--- src/hw/rtl/cron_schedule_matcher_assert.svh ---
// ---------------------------------------------------------------------------
// cron schedule matcher assertion macros
// shared concurrent assertion wrappers, clocked on clk_i; CRSM_ASSERT is off while rst_ni is low
// ---------------------------------------------------------------------------
`ifndef CRON_SCHEDULE_MATCHER_ASSERT_SVH
`define CRON_SCHEDULE_MATCHER_ASSERT_SVH

// checked only while out of reset
`define CRSM_ASSERT(lbl, prop, msg) \
  lbl: assert property (@(posedge clk_i) disable iff (!rst_ni) (prop)) else $error(msg);

// checked at every edge, reset included
`define CRSM_ASSERT_ALWAYS(lbl, prop, msg) \
  lbl: assert property (@(posedge clk_i) (prop)) else $error(msg);

`endif

--- src/hw/rtl/crsm_pkg.sv ---
// ---------------------------------------------------------------------------
// crsm_pkg
// types, constants and calendar helpers of the cron schedule matcher
// ---------------------------------------------------------------------------
package crsm_pkg;

  localparam int unsigned YearW    = 14;
  localparam int unsigned MonthW   = 4;
  localparam int unsigned DayW     = 5;
  localparam int unsigned HourW    = 5;
  localparam int unsigned MinuteW  = 6;
  localparam int unsigned WdayW    = 3;
  localparam int unsigned StampW   = 34;
  localparam int unsigned CfgIdxW  = 3;
  localparam int unsigned CfgDataW = 60;
  localparam int unsigned InDataW  = 8;
  localparam int unsigned OutDataW = 40;

  localparam int unsigned MinuteMaskW = 60;
  localparam int unsigned HourMaskW   = 24;
  localparam int unsigned DayMaskW    = 31;
  localparam int unsigned MonthMaskW  = 12;
  localparam int unsigned WdayMaskW   = 7;

  // register indexes on the config port
  typedef enum logic [CfgIdxW-1:0] {
    CFG_MINUTE_MASK   = 3'd0,
    CFG_HOUR_MASK     = 3'd1,
    CFG_DAY_MASK      = 3'd2,
    CFG_MONTH_MASK    = 3'd3,
    CFG_WEEKDAY_MASK  = 3'd4,
    CFG_START_STAMP   = 3'd5,
    CFG_START_WEEKDAY = 3'd6,
    CFG_END_STAMP     = 3'd7
  } cfg_idx_e;

  // calendar time, year first so the first five fields form a stamp
  typedef struct packed {
    logic [YearW-1:0]   year;
    logic [MonthW-1:0]  month;
    logic [DayW-1:0]    day;
    logic [HourW-1:0]   hour;
    logic [MinuteW-1:0] minute;
    logic [WdayW-1:0]   weekday;
  } cal_t;

  localparam logic [YearW-1:0]   RstYear    = 14'd1970;
  localparam logic [MonthW-1:0]  RstMonth   = 4'd1;
  localparam logic [DayW-1:0]    RstDay     = 5'd1;
  localparam logic [HourW-1:0]   RstHour    = 5'd0;
  localparam logic [MinuteW-1:0] RstMinute  = 6'd0;
  localparam logic [WdayW-1:0]   RstWeekday = 3'd4;
  localparam logic [StampW-1:0]  RstStamp   = 34'd2065762304;

  localparam logic [MinuteW-1:0] LastMinute  = 6'd59;
  localparam logic [HourW-1:0]   LastHour    = 5'd23;
  localparam logic [MonthW-1:0]  LastMonth   = 4'd12;
  localparam logic [WdayW-1:0]   LastWeekday = 3'd6;
  localparam logic [MonthW-1:0]  MonthFeb    = 4'd2;

  // floor(y / 25) as (y * ceil(2^20 / 25)) >> 20, exact for 14-bit y
  localparam logic [15:0] Recip25 = 16'd41944;

  // gregorian leap year: y % 4 == 0 and (y % 100 != 0 or y % 400 == 0)
  function automatic logic is_leap(input logic [YearW-1:0] year);
    logic [YearW+15:0] prod;
    logic [9:0]        quot;
    logic [14:0]       quot25;
    logic              div25;
    prod   = {16'd0, year} * {{YearW{1'b0}}, Recip25};
    quot   = prod[29:20];
    quot25 = {1'b0, quot, 4'd0} + {2'd0, quot, 3'd0} + {5'd0, quot};
    div25  = ({1'b0, year} == quot25);
    return (year[1:0] == 2'd0) && (!div25 || (year[3:0] == 4'd0));
  endfunction

  // month length; bad month codes count as 31 days
  function automatic logic [DayW-1:0] month_days(input logic [MonthW-1:0] month,
                                                 input logic              leap);
    logic [DayW-1:0] n;
    unique case (month)
      4'd2:                    n = leap ? 5'd29 : 5'd28;
      4'd4, 4'd6, 4'd9, 4'd11: n = 5'd30;
      default:                 n = 5'd31;
    endcase
    return n;
  endfunction

endpackage

--- src/hw/rtl/cron_schedule_matcher.sv ---
// ---------------------------------------------------------------------------
// cron schedule matcher
// a tick's result is registered and shown on the output in the cycle after the tick is taken
// throughput: one tick per cycle while the result stream applies no back-pressure
// reset: masks clear, start and end go to 1970-01-01 00:00, counter to start
// ---------------------------------------------------------------------------
`include "cron_schedule_matcher_assert.svh"

module cron_schedule_matcher (
  input  logic                           clk_i,
  input  logic                           rst_ni,
  // config write channel
  input  logic                           cfg_valid_i,
  output logic                           cfg_ready_o,
  input  logic [crsm_pkg::CfgIdxW-1:0]   cfg_index_i,
  input  logic [crsm_pkg::CfgDataW-1:0]  cfg_data_i,
  // tick stream in
  input  logic                           s_axis_tvalid_i,
  output logic                           s_axis_tready_o,
  input  logic [crsm_pkg::InDataW-1:0]   s_axis_tdata_i,  // [0] restart, [7:1] zero
  // result stream out
  output logic                           m_axis_tvalid_o,
  input  logic                           m_axis_tready_i,
  output logic [crsm_pkg::OutDataW-1:0]  m_axis_tdata_o   // [0] fire, [1] past_end,
                                                          // [15:2] cur_year,
                                                          // [19:16] cur_month,
                                                          // [24:20] cur_day,
                                                          // [29:25] cur_hour,
                                                          // [35:30] cur_minute,
                                                          // [38:36] cur_weekday,
                                                          // [39] zero
);
  import crsm_pkg::*;

  // -------------------------------------------------------------------------
  // configuration registers, always ready
  // -------------------------------------------------------------------------
  logic [MinuteMaskW-1:0] minute_mask_q;
  logic [HourMaskW-1:0]   hour_mask_q;
  logic [DayMaskW-1:0]    day_mask_q;
  logic [MonthMaskW-1:0]  month_mask_q;
  logic [WdayMaskW-1:0]   weekday_mask_q;
  logic [StampW-1:0]      start_stamp_q;
  logic [WdayW-1:0]       start_weekday_q;
  logic [StampW-1:0]      end_stamp_q;
  logic                   cfg_acc;

  assign cfg_ready_o = 1'b1;
  assign cfg_acc     = cfg_valid_i && cfg_ready_o;

  always_ff @(posedge clk_i or negedge rst_ni) begin
    if (!rst_ni) begin
      minute_mask_q   <= '0;
      hour_mask_q     <= '0;
      day_mask_q      <= '0;
      month_mask_q    <= '0;
      weekday_mask_q  <= '0;
      start_stamp_q   <= RstStamp;
      start_weekday_q <= RstWeekday;
      end_stamp_q     <= RstStamp;
    end else if (cfg_acc) begin
      unique case (cfg_idx_e'(cfg_index_i))
        CFG_MINUTE_MASK:   minute_mask_q   <= cfg_data_i[MinuteMaskW-1:0];
        CFG_HOUR_MASK:     hour_mask_q     <= cfg_data_i[HourMaskW-1:0];
        CFG_DAY_MASK:      day_mask_q      <= cfg_data_i[DayMaskW-1:0];
        CFG_MONTH_MASK:    month_mask_q    <= cfg_data_i[MonthMaskW-1:0];
        CFG_WEEKDAY_MASK:  weekday_mask_q  <= cfg_data_i[WdayMaskW-1:0];
        CFG_START_STAMP:   start_stamp_q   <= cfg_data_i[StampW-1:0];
        CFG_START_WEEKDAY: start_weekday_q <= cfg_data_i[WdayW-1:0];
        CFG_END_STAMP:     end_stamp_q     <= cfg_data_i[StampW-1:0];
      endcase
    end
  end

  // -------------------------------------------------------------------------
  // handshake: the output register decouples the two sides, so a new tick is
  // taken whenever the held result leaves in the same cycle or none is held
  // -------------------------------------------------------------------------
  logic m_valid_q;
  logic s_acc;
  logic restart;

  assign s_axis_tready_o = !m_valid_q || m_axis_tready_i;
  assign s_acc           = s_axis_tvalid_i && s_axis_tready_o;
  assign restart         = s_axis_tdata_i[0];

  // -------------------------------------------------------------------------
  // tested time: a restart beat reloads from the start registers first
  // -------------------------------------------------------------------------
  cal_t cnt_q;
  cal_t cnt_d;
  cal_t start_cal;
  cal_t cur;

  assign start_cal = '{year:    start_stamp_q[33:20],
                       month:   start_stamp_q[19:16],
                       day:     start_stamp_q[15:11],
                       hour:    start_stamp_q[10:6],
                       minute:  start_stamp_q[5:0],
                       weekday: start_weekday_q};
  assign cur = restart ? start_cal : cnt_q;

  // -------------------------------------------------------------------------
  // match: each mask is padded so out-of-range field codes hit a zero bit
  // -------------------------------------------------------------------------
  logic [StampW-1:0] now_stamp;
  logic              before_end;
  logic [63:0]       minute_ext;
  logic [31:0]       hour_ext;
  logic [31:0]       day_ext;
  logic [15:0]       month_ext;
  logic [7:0]        weekday_ext;
  logic              all_match;

  assign now_stamp   = {cur.year, cur.month, cur.day, cur.hour, cur.minute};
  assign before_end  = now_stamp < end_stamp_q;

  assign minute_ext  = {4'd0, minute_mask_q};
  assign hour_ext    = {8'd0, hour_mask_q};
  assign day_ext     = {day_mask_q, 1'b0};       // day 0 never matches
  assign month_ext   = {3'd0, month_mask_q, 1'b0}; // month 0 and 13..15 never match
  assign weekday_ext = {1'b0, weekday_mask_q};

  assign all_match = minute_ext[cur.minute] && hour_ext[cur.hour] &&
                     day_ext[cur.day] && month_ext[cur.month] &&
                     weekday_ext[cur.weekday];

  // -------------------------------------------------------------------------
  // advance one minute; every field wraps at or above its limit
  // -------------------------------------------------------------------------
  logic            leap;
  logic [DayW-1:0] mdays;

  assign leap  = is_leap(cur.year);
  assign mdays = month_days(cur.month, leap);

  always_comb begin
    cnt_d = cur;
    if (cur.minute < LastMinute) begin
      cnt_d.minute = cur.minute + 6'd1;
    end else begin
      cnt_d.minute = '0;
      if (cur.hour < LastHour) begin
        cnt_d.hour = cur.hour + 5'd1;
      end else begin
        // new day: weekday moves along with the date
        cnt_d.hour    = '0;
        cnt_d.weekday = (cur.weekday >= LastWeekday) ? 3'd0 : cur.weekday + 3'd1;
        if (cur.day < mdays) begin
          cnt_d.day = cur.day + 5'd1;
        end else begin
          cnt_d.day = 5'd1;
          if (cur.month < LastMonth) begin
            cnt_d.month = cur.month + 4'd1;
          end else begin
            // year wraps at the top of its 14 bits
            cnt_d.month = 4'd1;
            cnt_d.year  = cur.year + 14'd1;
          end
        end
      end
    end
  end

  always_ff @(posedge clk_i or negedge rst_ni) begin
    if (!rst_ni) begin
      cnt_q <= '{year: RstYear, month: RstMonth, day: RstDay,
                 hour: RstHour, minute: RstMinute, weekday: RstWeekday};
    end else if (s_acc) begin
      cnt_q <= cnt_d;
    end
  end

  // -------------------------------------------------------------------------
  // result register
  // -------------------------------------------------------------------------
  logic       fire_q;
  logic       past_end_q;
  cal_t       out_q;

  always_ff @(posedge clk_i or negedge rst_ni) begin
    if (!rst_ni) begin
      m_valid_q <= 1'b0;
    end else if (s_acc) begin
      m_valid_q <= 1'b1;
    end else if (m_axis_tready_i) begin
      m_valid_q <= 1'b0;
    end
  end

  always_ff @(posedge clk_i) begin
    if (s_acc) begin
      fire_q     <= all_match && before_end;
      past_end_q <= !before_end;
      out_q      <= cur;
    end
  end

  assign m_axis_tvalid_o = m_valid_q;
  assign m_axis_tdata_o  = {1'b0, out_q.weekday, out_q.minute, out_q.hour, out_q.day,
                            out_q.month, out_q.year, past_end_q, fire_q};

  // -------------------------------------------------------------------------
  // assertions
  // -------------------------------------------------------------------------
  `CRSM_ASSERT(a_fire_before_end, m_valid_q |-> !(fire_q && past_end_q), "fire with past_end set")
  `CRSM_ASSERT(a_beat_to_result, s_acc |=> m_valid_q, "accepted tick left no result")
  `CRSM_ASSERT(a_minute_step, (s_acc && !restart && (cnt_q.minute < LastMinute)) |=> (cnt_q.minute == $past(cnt_q.minute) + 6'd1), "minute did not step")
  `CRSM_ASSERT(a_restart_load, (s_acc && restart) |=> (out_q.minute == $past(start_stamp_q[5:0])), "restart did not load start minute")

endmodule

--- config.mk ---
export PLATFORM = sky130hd
export DESIGN_NAME = cron_schedule_matcher
export DESIGN_NICKNAME = d
export VERILOG_FILES = /design/src/hw/rtl/crsm_pkg.sv /design/src/hw/rtl/cron_schedule_matcher.sv
export VERILOG_INCLUDE_DIRS = /design/src /design/src/hw/rtl
export SDC_FILE = /design/constraint.sdc
export NUM_CORES = 1
export LEC_CHECK = 0
export ABC_AREA = 0
export BUFFER_PORTS_ARGS = -buffer_cell sky130_fd_sc_hd__buf_2
export CAP_MARGIN = 20
export CORE_MARGIN = 4
export CORE_UTILIZATION = 57
export CTS_BUF_LIST = sky130_fd_sc_hd__clkbuf_8
export CTS_CLUSTER_DIAMETER = 60
export CTS_CLUSTER_SIZE = 30
export DETAILED_ROUTE_END_ITERATION = 8
export GPL_TIMING_DRIVEN = 0
export PLACE_DENSITY = 0.79
export SYNTH_ARGS = -nofsm -noshare
export SYNTH_HDL_FRONTEND = slang
export SYNTH_SLANG_ARGS = --single-unit
--- constraint.sdc ---
create_clock -name clk_i -period 8.4 [get_ports clk_i]
set_input_delay 0.84 -clock clk_i [delete_from_list [all_inputs] [get_ports clk_i]]
set_output_delay 0.84 -clock clk_i [all_outputs]
set_load 0.02 [all_outputs]
==> flow_summary_export.csv <==
group,metric,value,unit
status,status,"finished, violations left",
status,violations,"setup timing",
global_routing,grt_pass1_wl,74200,µm
routing,drt_first_pass_iters,5,
global_routing,antenna_found_initial,0,
sta,setup_viol,23,
synth,synth_seq_area_share,0.403,
floorplan,fp.coreArea,30900,µm²
layout,drive_above_1_share,0.333,
sta,period_share,1.05,
synth,synth-async-reset-ratio,0.862,
run,maxCapViolCount,0,
setup_path,r2r_end,"cnt_q[26]",
synth,ys_types,77,
setup_path,r2r_cells,35,
sta,rsz0062_at_grt,"yes",
sta,setup_ws,-403,ps
sta,slew_violations,0,
routing,drc,0,
clock_tree,tritoncts,"built",
setup_path,cp_slowest_stage_delay,550,ps
layout,areaGrowthSynthToFinish,16.5,%
clock_tree,clockBufferDepth,3,
sta,worstMarginPinSlew,1140,ps
routing,drt_iter0_markers,999,
routing,vias_per_cell,6.03,
synth,synthFlopType,"dfrtp_1",
floorplan,boundaryPins,119,
synth,netlist_top_cells_count,"214 x dfrtp_1, 211 x mux2_2, 168 x inv_1",
routing,drt-total-wl,48200,µm
synth,yosys.area.top_type_share,0.296,
routing,wire_per_inst,21.8,µm
setup_path,crit_arrival,9330,ps
routing,dr_total_vias,13300,
clock_tree,cts-root-buf,"clkbuf_8",
setup_path,r2r-start,"cnt_q[34]",
setup_path,crit_path_top_delay_cell,"fa_1",
floorplan,die_area,34600,µm²
synth,yosys-top-cells-area,"dfrtp_1 30%, mux2_2 13%, ha_1 11%",
sta,skew,61.0,ps
setup_path,cp-start-kind,"input port",
synth,synth-seq-cells,282,
global_routing,grt.overflow.total,0,
sta,hold_ws,143,ps
synth,synth_edf_count,39,
setup_path,critPathMostFrequentCell,"fa_1",
sta,hold_viol_final,0,
global_routing,grt_pass1_vias,13500,
synth,ys_warn_count,0,
floorplan,initial_core_util,0.585,
layout,final_cell_area,21100,µm²
placed_design,dpl-instance-area,19500,µm²
synth,synth_cells,1581,
synth,avgSynthCellArea,11.4,µm²
floorplan,die_h,186,µm
clock_tree,cts.sinks,282,
placed_design,hpwlAfterDp,34400,µm
clock_tree,path_clk_slew,120,ps
sta,fmax,0.114,GHz
floorplan,row_count,64,
layout,n_antenna_cell,0,
placed_design,gp_congestion,0.889,
setup_path,critPathCaptureType,"flop",
placed_design,numPortBuffers,107,
global_routing,grt_start_max_net_pins,101,
sta,slew_headroom,0.241,
setup_path,crit_fanout,9,
routing,ant_nets,0,
setup_path,worstPathRequired,8930,ps
worst_hold_path,hold_path_class,"in2async",
global_routing,grt_use_total,0.278,
clock_tree,clkLatencyLatePin,610,ps
synth,synth_nets,1891,
setup_path,endpoint,"cnt_q[26]",
clock_tree,htree_num_levels,1,
synth,synth_top_area_cell,"dfrtp_1",
clock_tree,cts_buffers,25,
layout,nNetsFinal,2103,
synth,synthesis.area,18100,µm²
clock_tree,cts_hold_buf,0,
setup_path,r2r_slack,-290,ps
setup_path,criticalPathCategory,"in2reg",
synth,yosysMostFrequentCell,"dfrtp_1",
sta,period_needed,8800,ps
floorplan,die_w,186,µm
setup_path,critPathLaunch,"s_axis_tdata_i[0]",
-- state kept, by name, indices dropped and copies added (netlist names) --
name,cells
cnt_q,37
day_mask_q,31
end_stamp_q,34
fire_q,1
hour_mask_q,24
m_axis_tdata_o,37
m_axis_tvalid_o,1
minute_mask_q,60
month_mask_q,12
past_end_q,1
start_stamp_q,34
start_weekday_q,3
weekday_mask_q,7
-- repair_timing --
action / 4_1_cts / 5_1_grt
resized for setup: 56 / 14
setup endpoints to repair: 23 / 23
endpoints found under the hold margin: 0 / 0
gates cloned: 0 / 0
buffers inserted: 42 / 32
pin swaps: 23 / 11
-- layout by cell type (no fill, tap or decap), drive strengths merged, types with 4 or more instances in the layout --
cell type	n
nor2	33
dfstp	29
and3	24
xnor2	22
xor2	9
a311oi	16
clkbuf	58
nor3b	4
dfrtp	214
inv	182
mux4	5
clkinvlp	10
a211oi	5
o211ai	7
nor3	22
nand3	49
mux2i	51
nand4	15
nand2	149
edfxtp	39
nand4b	5
o31ai	12
a21o	21
nor4	4
mux2	212
a311o	4
buf	207
nand2b	6
a211o	8
ha	164
a21oi	39
o21ai	39
a31oi	13
and2	6
clkinv	9
fa	70
o21a	9
-- worst min path at each step --
| stage | cells after the start | endpoint | from |
|---|---|---|---|
| finish | 1 | hour_mask_q[4] | rst_ni |
| global route | 1 | hour_mask_q[4] | rst_ni |
| CTS | 1 | hour_mask_q[4] | rst_ni |
| detailed placement | 2 | cnt_q[13] | cnt_q[13] |
| global placement | 2 | cnt_q[5] | cnt_q[5] |
| floorplan | 2 | cnt_q[5] | cnt_q[5] |
-- kinds of logic after synthesis --
logic type,count (synthesis),share of synthesized area
flops,282,0.403
other cells,2,0.000415
xor+xnor,33,0.0175
compound gates,197,0.0766
simple gates,330,0.0872
buf+inv,235,0.0541
mux,268,0.170
fa+ha+maj,234,0.191
-- metrics by stage --
stage          std cells  TNS (ps)   util  worst slack (ps)
2_1_floorplan       1581     -9520      -              -586
3_5_place_dp        2088    -48560  0.630             -2260
5_1_grt             2208    -13310  0.681              -663
4_1_cts             2176     -7220  0.671              -396
3_3_place_gp        2084    -46400  0.627             -2150
6_report            2208     -7550  0.681              -403
-- per-layer routing --
layer	wire [µm]	vias to the layer above	global-route usage
met4	1610	0	0.0848
li1	-	5970	-
met1	19900	6717	0.376
met2	23700	508	0.475
met5	0	-	0
met3	2980	109	0.0342
-- final cells by class --
type                            instances  area, µm²
Sequential cell                       282       7290
Buffer                                 54        338
Multi-Input combinational cell       1064      10300
Inverter                              181        716
Timing Repair Buffer                  185       1260
Tap cell                              396        495
Clock inverter                         20        293
Clock buffer                           26        358
Fill cell                            2244       9850
-- critical path, delay by kind of cell --
family                   cells  cell delay, ps
adder cells (fa/ha/maj)      8            3200
AO/OA/AOI/OAI               10            2350
buffers and inverters        9            1080
AND/OR/NAND/NOR              6            1070
multiplexers                 2             610
XOR/XNOR                     1             140
Power is not shown: default switching activity piles up to over one toggle a cycle in this logic, so the estimate is an artifact.
